## config.mk

```make
export PLATFORM = sky130hd
export DESIGN_NAME = htm_ctrl
export DESIGN_NICKNAME = d
export VERILOG_FILES = /design/src/hw/rtl/htm_pkg.sv /design/src/hw/rtl/htm_ctrl.sv
export SDC_FILE = /design/constraint.sdc
export NUM_CORES = 1
export LEC_CHECK = 0
export BUFFER_PORTS_ARGS = -buffer_cell sky130_fd_sc_hd__buf_2
export CAP_MARGIN = 40
export CORE_MARGIN = 8
export CORE_UTILIZATION = 44
export DETAILED_ROUTE_END_ITERATION = 7
export HOLD_SLACK_MARGIN = 0.06
export PLACE_DENSITY = 0.77
export SYNTH_ARGS = -nofsm -noshare
export SYNTH_HDL_FRONTEND = slang
export SYNTH_SLANG_ARGS = --single-unit
export TNS_END_PERCENT = 1
```

## constraint.sdc

```tcl
create_clock -name i_clk -period 1.7 [get_ports i_clk]
set_input_delay 0.34 -clock i_clk [delete_from_list [all_inputs] [get_ports i_clk]]
set_output_delay 0.34 -clock i_clk [all_outputs]
set_load 0.005 [all_outputs]
```

## src/hw/rtl/htm_pkg.sv

```systemverilog
// Shared types and constants for the heightmap to mesh block.
`default_nettype none
package htm_pkg;
    localparam int MAX_WIDTH = 1024;
    localparam int MAX_HEIGHT = 1024;
    localparam int COL_W = $clog2(MAX_WIDTH);
    localparam int ROW_W = $clog2(MAX_HEIGHT);
    localparam int IDX_W = 23;

    localparam logic [2:0] CFG_WIDTH  = 3'd0;
    localparam logic [2:0] CFG_HEIGHT = 3'd1;
    localparam logic [2:0] CFG_STEP_X = 3'd2;
    localparam logic [2:0] CFG_STEP_Y = 3'd3;
    localparam logic [2:0] CFG_HSTEP  = 3'd4;
    localparam logic [2:0] CFG_TEX_U  = 3'd5;
    localparam logic [2:0] CFG_TEX_V  = 3'd6;

    typedef enum logic [3:0] {
        S_IDLE, S_READ, S_PQC, S_SHIFT0, S_MUL, S_SHIFT1, S_SQ, S_SQRT,
        S_DIV, S_NEXT, S_EMIT
    } t_state;

    // controller commands into the datapath
    typedef struct packed {
        logic load;      // capture the item, read line buffer
        logic pqc;       // form P, Q, C (one product a cycle)
        logic shift0;    // one step of first normalizing shift
        logic mul;       // component products
        logic shift1;    // one step of second normalizing shift
        logic sq;        // squares and sum
        logic sqrt_init;
        logic sqrt_step;
        logic div_init;
        logic div_step;
        logic face2;     // switch to second face
        logic emit_next; // advance vertex
        logic finish;    // update line buffer and counters
    } t_cmd;

    typedef struct packed {
        logic quad;      // item completes a cell
        logic pqc_done;
        logic shift0_done;
        logic shift1_done;
        logic sq_done;
        logic sqrt_done;
        logic div_done;
        logic face1;
        logic last_vertex;
    } t_status;
endpackage
`default_nettype wire

```

## src/hw/rtl/htm_ctrl.sv

```systemverilog
// Sequencer for one heightmap item: normal pipeline steps and vertex emission.
`default_nettype none
module htm_ctrl (
    input  wire logic           i_clk,
    input  wire logic           i_rst_n,
    input  wire logic           i_in_valid,
    output logic                o_in_ready,
    output logic                o_out_valid,
    input  wire logic           i_out_ready,
    input  wire htm_pkg::t_status i_st,
    output htm_pkg::t_cmd       o_cmd
);
    import htm_pkg::*;

    t_state r_state, n_state;

    always_ff @(posedge i_clk) begin
        if (!i_rst_n) r_state <= S_IDLE;
        else r_state <= n_state;
    end

    // next state
    always_comb begin
        n_state = r_state;
        unique case (r_state)
            S_IDLE:   if (i_in_valid) n_state = S_READ;
            S_READ:   n_state = i_st.quad ? S_PQC : S_NEXT;
            S_PQC:    if (i_st.pqc_done) n_state = S_SHIFT0;
            S_SHIFT0: if (i_st.shift0_done) n_state = S_MUL;
            S_MUL:    n_state = S_SHIFT1;
            S_SHIFT1: if (i_st.shift1_done) n_state = S_SQ;
            S_SQ:     if (i_st.sq_done) n_state = S_SQRT;
            S_SQRT:   if (i_st.sqrt_done) n_state = S_DIV;
            S_DIV: begin
                if (i_st.div_done) n_state = i_st.face1 ? S_SHIFT0 : S_EMIT;
            end
            S_EMIT:   if (i_out_ready && i_st.last_vertex) n_state = S_NEXT;
            S_NEXT:   n_state = S_IDLE;
            default:  n_state = S_IDLE;
        endcase
    end

    // outputs
    always_comb begin
        o_cmd = '0;
        o_in_ready = 1'b0;
        o_out_valid = 1'b0;
        unique case (r_state)
            S_IDLE: begin
                o_in_ready = 1'b1;
                o_cmd.load = i_in_valid;
            end
            S_READ:   o_cmd.pqc = i_st.quad;
            S_PQC:    o_cmd.pqc = 1'b1;
            S_SHIFT0: o_cmd.shift0 = 1'b1;
            S_MUL:    o_cmd.mul = 1'b1;
            S_SHIFT1: o_cmd.shift1 = 1'b1;
            S_SQ: begin
                o_cmd.sq = 1'b1;
                o_cmd.sqrt_init = i_st.sq_done;
            end
            S_SQRT: begin
                o_cmd.sqrt_step = 1'b1;
                o_cmd.div_init = i_st.sqrt_done;
            end
            S_DIV: begin
                o_cmd.div_step = 1'b1;
                o_cmd.face2 = i_st.div_done && i_st.face1;
            end
            S_EMIT: begin
                o_out_valid = 1'b1;
                o_cmd.emit_next = i_out_ready;
            end
            S_NEXT:   o_cmd.finish = 1'b1;
            default:  ;
        endcase
    end
endmodule
`default_nettype wire

```

==> impl_metrics.env, run 1 <==
export IMPL_gp_congestion=0.826
export IMPL_clock_sink_count=4
export IMPL_synth_area_per_cell_um2=8.06
export IMPL_leakage_nw=0.354
export IMPL_fmax_mhz=623
export IMPL_grt_antenna_before_repair=0
export IMPL_syn_num_nets=85
export IMPL_dp_hpwl_mm=1.25
export IMPL_hold_path_class="input port to flip-flop"
export IMPL_ys_types=34
export IMPL_vias_per_cell=5.54
export IMPL_worst_r2r_endpoint="r_state[3]"
export IMPL_synth_edf_count=0
export IMPL_initial_core_util=0.458
export IMPL_ff2ff_path_depth=5
export IMPL_cts_tree="done"
export IMPL_die_height_um=52.3
export IMPL_io_buffer_count=27
export IMPL_cp_slowest_cell="dfxtp_4"
export IMPL_yosys_area_top_type="dfxtp_1"
export IMPL_syn_to_final_growth_pct=30.6
export IMPL_ant_nets=0
export IMPL_arrival_ns=1.27
export IMPL_max_cap_violations=0
export IMPL_synth_top_cell_area_share=0.138
export IMPL_end_kind="output port"
export IMPL_vias=631
export IMPL_tns_ns=0
export IMPL_crit_chain="nand2b_1, nor3_4, and3_1, buf_2"
export IMPL_dr_pass1_iters=2
export IMPL_grt_max_degree=19
export IMPL_hold_viol=0
export IMPL_cts_root_buf="clkbuf_4"
export IMPL_synth_ff_type="dfxtp_1"
export IMPL_worst_setup_path_type="flip-flop to output port"
export IMPL_drive_gt1_frac=0.525
export IMPL_h_tree_depth=1
export IMPL_regMostFlops="r_state"
export IMPL_crit_start="r_state[0]"
export IMPL_cp_required_ns=1.36
export IMPL_postLayoutCoreUtil=0.598
export IMPL_top_regs="r_state (4)"
export IMPL_grt_pass1_vias=597
export IMPL_power_density_mw_per_mm2=1410
export IMPL_synth_common_cells="nand2_1 (6), a21oi_1 (5), nand2b_1 (5), nor3_1 (5)"
export IMPL_largest_register_ffs=4
export IMPL_grt_pass1_wl_mm=2.59
export IMPL_cts_buffers=3
export IMPL_clk_pin_slew_ns=0.04
export IMPL_cp_start_kind="flip-flop"
export IMPL_r2r_start="r_state[3]"
export IMPL_post_route_min_period_ns=1.61
export IMPL_track_usage=0.118
export IMPL_netlist_area_um2=581
export IMPL_yosysMostFrequentCell="nand2_1"
export IMPL_pin_count=28
export IMPL_regToRegSetupSlack_ns=0.23
export IMPL_endpoint="o_cmd[2]"
export IMPL_drtIter0Drc=4
export IMPL_slowest_delay_ns=0.39
export IMPL_skew_ns=0.00152
export IMPL_nets=114
export IMPL_crit_path_max_fanout=18
export IMPL_rsz0062_at_grt="false"
export IMPL_hold_buffers=0
export IMPL_clock_latency_ns=0.23
export IMPL_relSlewSlack=0.785
export IMPL_die_w_um=52.3
export IMPL_tightest_slew_ns=0.320
export IMPL_ys_seq_elements=4
export IMPL_hold_path_depth=2
export IMPL_setup_violations=0
export IMPL_rows=13
export IMPL_die_area_mm2=0.00274
export IMPL_fin_crit_sh=0.945
export IMPL_drc_errors=0
export IMPL_status="completed"
export IMPL_vdd_drop_max_v=0.000780
export IMPL_n_antenna_cell=0
export IMPL_totalWireLength_mm=1.61
export IMPL_yosys_warnings=0
export IMPL_core_area_mm2=0.00127
export IMPL_routedWlPerCell_um=14.1
export IMPL_seq_area_frac_synth=0.138
export IMPL_drv_slew=0
export IMPL_yosys_top_cells_area="dfxtp_1 (14%), buf_6 (7.8%), nand2b_1 (5.4%)"
export IMPL_synth_async_sr_flop_share=0
export IMPL_grt_remaining_overflow=0
export IMPL_cts_max_path_buffers=2
export IMPL_syn_inst=72
## worst max-delay path: cells and delay by family, from the launching register on
kind / cells / cell delay, ns
and+or+nand+nor: 3 / 0.53
DFF: 1 / 0.39
buffers and inverters: 1 / 0.11
## placed cells by master (no fill, tap or decap), types with 3 or more instances in the layout
| cell | instances |
|---|---|
| a21oi_1 | 5 |
| and2_1 | 3 |
| nand2_1 | 6 |
| nor3_1 | 5 |
| buf_4 | 3 |
| nand2b_1 | 5 |
| clkbuf_4 | 3 |
| inv_1 | 3 |
| nor2_1 | 4 |
| a211oi_2 | 3 |
| buf_2 | 27 |
## stage by stage
| stage | cells | worst slack, ns | hold WS [ns] | cell area (um2) | power [mW] |
|---|---|---|---|---|---|
| after floorplan | 72 | 0.251 | 0.482 | 581 | 0.767 |
| after global placement | 111 | 0.0958 | 0.610 | 714 | 0.895 |
| after detailed placement | 111 | 0.0216 | 0.613 | 714 | 0.911 |
| after CTS | 114 | 0.0317 | 0.358 | 742 | 1.04 |
| after global routing | 114 | 0.000544 | 0.363 | 758 | 1.17 |
| final | 114 | 0.0942 | 0.365 | 758 | 1.07 |
## per-layer routing
metal,GRT usage,wire [um],vias to the layer above
li1,-,-,320
met4,0.0474,19,0
met5,0,0,-
met2,0.215,795,16
met3,0.0284,133,2
met1,0.126,659,293
## logic make-up (layout without fill, tap and decap cells)
| group | count (synthesis) | count (layout) | synth area share |
|---|---|---|---|
| muxes | 2 | 2 | 0.0345 |
| buffers and inverters | 11 | 38 | 0.134 |
| and+or+nand+nor | 37 | 37 | 0.412 |
| DFF | 4 | 4 | 0.138 |
| AOI/OAI and AO/OA | 18 | 18 | 0.282 |
## layout make-up
class / count / area, um2
Inverter: 4 / 15.0
Timing Repair Buffer: 31 / 178
Fill cell: 124 / 510
Multi-Input combinational cell: 57 / 434
Clock buffer: 3 / 22.5
Tap cell: 15 / 18.8
Sequential cell: 4 / 90.1
## worst min path at each step
stage | slack, ns | end | start
4_1_cts | 0.36 | r_state[3] | i_rst_n
2_1_floorplan | 0.48 | r_state[3] | i_rst_n
5_1_grt | 0.36 | r_state[3] | i_rst_n
3_5_place_dp | 0.61 | r_state[3] | i_rst_n
6_report | 0.37 | r_state[3] | i_rst_n
3_3_place_gp | 0.61 | r_state[3] | i_rst_n
## timing repair
item	in CTS	in global routing
setup endpoints to repair	10	4
endpoints found under the hold margin	0	0
gates resized for setup	4	5
setup buffers	0	0
## power breakdown
group          switching [mW]  leakage, nW  total (mW)  internal (mW)
registers               0.120       0.0350       0.266          0.146
logic                   0.326        0.305       0.686          0.360
clock network          0.0387       0.0138       0.118         0.0790
total                   0.484        0.354        1.07          0.585
(Power assumes the default switching activity.)
==> run 2: changes to the inputs <==
--- a/config.mk
+++ b/config.mk
@@ -12,6 +12,7 @@
 export DETAILED_ROUTE_END_ITERATION = 7
 export HOLD_SLACK_MARGIN = 0.06
 export PLACE_DENSITY = 0.77
+export SETUP_SLACK_MARGIN = 0.4
 export SYNTH_ARGS = -nofsm -noshare
 export SYNTH_HDL_FRONTEND = slang
 export SYNTH_SLANG_ARGS = --single-unit
==> impl_metrics.env, run 2 (synthesis gave the netlist of run 1 again) <==
export IMPL_status="completed"
export IMPL_ant_nets=0
export IMPL_fmax_mhz=627
export IMPL_nets=126
export IMPL_arrival_ns=1.25
export IMPL_regMostFlops="r_state"
export IMPL_clock_latency_ns=0.24
export IMPL_clk_pin_slew_ns=0.04
export IMPL_syn_to_final_growth_pct=51.1
export IMPL_max_cap_violations=0
export IMPL_hold_path_class="input port to flip-flop"
export IMPL_fillCellCount=110
export IMPL_dr_pass1_iters=4
export IMPL_vias=706
export IMPL_gp_congestion=0.893
export IMPL_grt_max_degree=13
export IMPL_io_buffer_count=27
export IMPL_rows=13
export IMPL_largest_register_ffs=4
export IMPL_leakage_nw=0.425
export IMPL_track_usage=0.139
export IMPL_cts_tree="done"
export IMPL_tns_ns=0
export IMPL_grt_remaining_overflow=0
export IMPL_crit_path_max_fanout=4
export IMPL_cp_start_kind="flip-flop"
export IMPL_tightest_slew_ns=0.278
export IMPL_worst_setup_path_type="flip-flop to output port"
export IMPL_relSlewSlack=0.809
export IMPL_n_antenna_cell=0
export IMPL_stdcell_area_um2=877
export IMPL_regToRegSetupSlack_ns=0.19
export IMPL_post_route_min_period_ns=1.59
export IMPL_drtIter0Drc=22
export IMPL_cts_max_path_buffers=2
export IMPL_drv_slew=0
export IMPL_cts_buffers=3
export IMPL_h_tree_depth=1
export IMPL_pin_count=28
export IMPL_dp_hpwl_mm=1.38
export IMPL_grt_pass1_vias=713
export IMPL_grt_antenna_before_repair=0
export IMPL_cp_required_ns=1.36
export IMPL_postLayoutCoreUtil=0.691
export IMPL_skew_ns=0.000494
export IMPL_layout_commonest_cell="buf_2"
export IMPL_core_area_mm2=0.00127
export IMPL_postPlaceCellArea_um2=747
export IMPL_grt_pass1_wl_mm=3.04
export IMPL_multi_input_area_um2=459
export IMPL_initial_core_util=0.458
export IMPL_regArea_um2=95.1
export IMPL_hold_viol=0
export IMPL_final_cell_mix="buf_2 (27), buf_4 (13), nand2_1 (6)"
export IMPL_routedWlPerCell_um=14.9
export IMPL_die_area_mm2=0.00274
export IMPL_fin_crit_sh=0.938
export IMPL_end_kind="output port"
export IMPL_rsz0062_at_grt="true"
export IMPL_vias_per_cell=5.60
export IMPL_cts_root_buf="clkbuf_4"
export IMPL_setup_violations=0
export IMPL_totalWireLength_mm=1.88
export IMPL_vdd_drop_max_v=0.000870
export IMPL_hold_ws_ns=0.359
export IMPL_die_w_um=52.3
export IMPL_top_regs="r_state (4)"
export IMPL_die_height_um=52.3
export IMPL_drc_errors=0
export IMPL_power_density_mw_per_mm2=1480
export IMPL_clock_sink_count=4
export IMPL_drive_gt1_frac=0.595
-- run 2: cell count changes in the layout (fill, tap and decap cells not counted) --
| cell | before | now |
|---|---|---|
| a211oi_1 | 0 | 1 |
| dfxtp_4 | 2 | 4 |
| buf_12 | 1 | 0 |
| buf_6 | 0 | 3 |
| nor4_4 | 0 | 1 |
| buf_4 | 3 | 13 |
| nand2b_4 | 0 | 2 |
| nand2b_1 | 5 | 3 |
| dfxtp_2 | 2 | 0 |
| nor4_1 | 1 | 0 |
| a211oi_2 | 3 | 2 |
-- run 2: per-stage QoR --
stage,setup WS [ns],power (mW),std cells
final,0.105,1.30,126
after global placement,0.162,0.963,115
after global routing,0.0472,1.40,126
after floorplan,0.371,0.812,72
after detailed placement,0.109,0.984,115
after CTS,0.0992,1.25,126
-- run 2: layout make-up --
cell class,instances,share of cell area
Clock buffer,3,0.0257
Sequential cell,4,0.108
Multi-Input combinational cell,57,0.524
Timing Repair Buffer,43,0.304
Tap cell,15,0.0214
Inverter,4,0.0171
-- run 2: layer usage --
layer / GRT usage / share of wire / routed length [um] / vias up
li1: - / - / - / 344
met1: 0.155 / 0.40 / 761 / 340
met2: 0.245 / 0.52 / 971 / 20
met3: 0.0313 / 0.070 / 131 / 2
met4: 0.0560 / 0.0090 / 17 / 0
met5: 0 / 0 / 0 / -
-- run 2: repair_timing --
| item | CTS | global route |
|---|---|---|
| endpoints found under the setup margin | 19 | 19 |
| pin swaps | 3 | 0 |
| gates cloned | 0 | 0 |
| resized for setup | 13 | 2 |
| setup buffers | 8 | 0 |
| hold endpoints to repair | 0 | 0 |
| hold buffers | 0 | 0 |
-- run 2: worst max-delay path, cell delays in order, from the launching register on --
cell and delay (ns):
dfxtp_4 0.35, buf_6 0.12, nor4_4 0.28, and2_1 0.16
buf_2 0.11
-- run 2: path summary, 6_finish.rpt --
| path | endpoint | startpoint | cells after the start |
|---|---|---|---|
| max reg2reg | r_state[3] | r_state[1] | 6 |
| min reg2reg | r_state[2] | r_state[3] | 1 |
| max | o_cmd[12] | r_state[2] | 4 |
| min | r_state[3] | i_rst_n | 2 |
-- run 2: where the power goes --
group | total, mW | switching (mW) | internal, mW
logic | 0.944 | 0.435 | 0.508
clock network | 0.119 | 0.0403 | 0.0791
registers | 0.239 | 0.0883 | 0.151
==> run 3: changes to the inputs <==
--- a/config.mk
+++ b/config.mk
@@ -11,7 +11,7 @@
 export CORE_UTILIZATION = 44
 export DETAILED_ROUTE_END_ITERATION = 7
 export HOLD_SLACK_MARGIN = 0.06
-export PLACE_DENSITY = 0.77
+export PLACE_DENSITY = 0.82
 export SETUP_SLACK_MARGIN = 0.4
 export SYNTH_ARGS = -nofsm -noshare
 export SYNTH_HDL_FRONTEND = slang
==> impl_metrics.env, run 3 (synthesis gave the netlist of run 1 again) <==
export IMPL_status="completed"
export IMPL_grt_pass1_wl_mm=3.07
export IMPL_cp_slowest_cell="dfxtp_4"
export IMPL_clock_latency_ns=0.24
export IMPL_cp_start_kind="flip-flop"
export IMPL_max_cap_violations=0
export IMPL_n_antenna_cell=0
export IMPL_skew_ns=0.00370
export IMPL_hold_viol=0
export IMPL_p_comb_frac=0.734
export IMPL_die_area_mm2=0.00274
export IMPL_cts_tree="done"
export IMPL_grt_pass1_vias=687
export IMPL_die_w_um=52.3
export IMPL_cts_root_buf="clkbuf_4"
export IMPL_grt_max_degree=11
export IMPL_r2r_start="r_state[3]"
export IMPL_fmax_mhz=630
export IMPL_layout_commonest_cell="buf_2"
export IMPL_dr_pass1_iters=4
export IMPL_worst_setup_path_type="flip-flop to output port"
export IMPL_regToRegSetupSlack_ns=0.15
export IMPL_hold_ws_ns=0.365
export IMPL_post_route_min_period_ns=1.59
export IMPL_clock_sink_count=4
export IMPL_worst_r2r_endpoint="r_state[3]"
export IMPL_largest_register_ffs=4
export IMPL_gp_congestion=0.825
export IMPL_totalWireLength_mm=1.94
export IMPL_cp_required_ns=1.36
export IMPL_grt_remaining_overflow=0
export IMPL_drtIter0Drc=21
export IMPL_whs_endpoint="r_state[3]"
export IMPL_arrival_ns=1.25
export IMPL_ff2ff_path_depth=5
export IMPL_clk_pin_slew_ns=0.04
export IMPL_fin_crit_sh=0.934
export IMPL_routedWlPerCell_um=15.9
export IMPL_nets=122
export IMPL_switchingPower_mw=0.557
export IMPL_io_buffer_count=27
export IMPL_core_area_mm2=0.00127
export IMPL_cts_buffers=3
export IMPL_vias_per_cell=5.88
export IMPL_syn_to_final_growth_pct=45.5
export IMPL_tns_ns=0
export IMPL_grt_antenna_before_repair=0
export IMPL_cts_max_path_buffers=2
export IMPL_drc_errors=0
export IMPL_hold_path_class="input port to flip-flop"
export IMPL_dp_hpwl_mm=1.36
export IMPL_leakage_nw=0.404
export IMPL_end_kind="output port"
export IMPL_hold_start="i_rst_n"
export IMPL_drive_gt1_frac=0.570
export IMPL_h_tree_depth=1
export IMPL_internal_power_mw=0.707
export IMPL_power_density_mw_per_mm2=1500
export IMPL_pin_count=28
export IMPL_pwr_share_seq=0.168
export IMPL_regMostFlops="r_state"
export IMPL_postLayoutCoreUtil=0.666
export IMPL_cp_common_cell="buf_2"
export IMPL_crit_chain="buf_2, nand2b_1, nor3_1, buf_2"
export IMPL_track_usage=0.144
export IMPL_setup_violations=0
export IMPL_hold_path_depth=2
export IMPL_relSlewSlack=0.795
export IMPL_slowest_delay_ns=0.36
export IMPL_final_cell_mix="buf_2 (28), buf_4 (7), nand2_1 (6)"
export IMPL_vdd_drop_max_v=0.000706
export IMPL_drv_slew=0
export IMPL_fin_cells=122
export IMPL_initial_core_util=0.458
export IMPL_rsz0062_at_grt="true"
export IMPL_tightest_slew_ns=0.307
export IMPL_stdcell_area_um2=845
export IMPL_die_height_um=52.3
export IMPL_ant_nets=0
export IMPL_crit_path_max_fanout=6
export IMPL_placedCellCount=113
export IMPL_rows=13
export IMPL_top_regs="r_state (4)"
export IMPL_hold_buffers=0
export IMPL_p_sw_frac=0.440
export IMPL_vias=717
export IMPL_postPlaceCellArea_um2=732
export IMPL_power_share_clock=0.098
-- run 3: cell count changes in the layout (fill, tap and decap cells not counted), sizes merged --
cell  change
buf       -4
-- run 3: cell type report --
cell class	instances	area [um2]
multi-input cells	57	452
fillers	101	424
repair buffers	39	241
flip-flops and latches	4	95.1
clock buffers	3	22.5
well taps	15	18.8
inverters	4	15.0
-- run 3: critical path: cells and delay by family (launching register included) --
family | cells | cell delay, ns
DFF | 1 | 0.36
and+or+nand+nor | 2 | 0.34
buffers and inverters | 2 | 0.31
-- run 3: how the worst max path moves through the flow --
| stage | slack, ns | from | cells past startpoint | to |
|---|---|---|---|---|
| finish | 0.11 | r_state[3] | 4 | o_cmd[10] |
| detailed placement | 0.13 | r_state[3] | 4 | r_state[3] |
| global placement | 0.21 | r_state[3] | 4 | r_state[3] |
| global route | 0.06 | r_state[3] | 4 | o_cmd[10] |
| CTS | 0.13 | r_state[1] | 4 | o_cmd[12] |
| floorplan | 0.37 | r_state[0] | 5 | r_state[3] |
-- run 3: through the flow --
stage	total power, mW	setup WS (ns)
6_report	1.26	0.113
5_1_grt	1.35	0.0581
4_1_cts	1.23	0.134
3_5_place_dp	0.955	0.127
3_3_place_gp	0.934	0.215
2_1_floorplan	0.812	0.371
-- run 3: repair_timing --
item,4_1_cts,5_1_grt
setup endpoints to repair,19,19
buffers inserted,5,1
resized for setup,14,2
endpoints found under the hold margin,0,0
pin swaps,1,1
-- run 3: power groups by stage --
stage	clock, mW	sequential (mW)	combinational [mW]
after floorplan	0	0.155	0.658
after global placement	0	0.197	0.737
after detailed placement	0	0.201	0.754
after CTS	0.125	0.225	0.878
after global routing	0.133	0.221	0.995
final	0.123	0.213	0.928
-- run 3: per-layer routing --
layer / track usage / up-vias / part of all wire
li1: - / 336 / -
met1: 0.158 / 339 / 0.37
met2: 0.265 / 40 / 0.53
met3: 0.0142 / 2 / 0.096
met4: 0.0690 / 0 / 0.0041
met5: 0 / - / 0
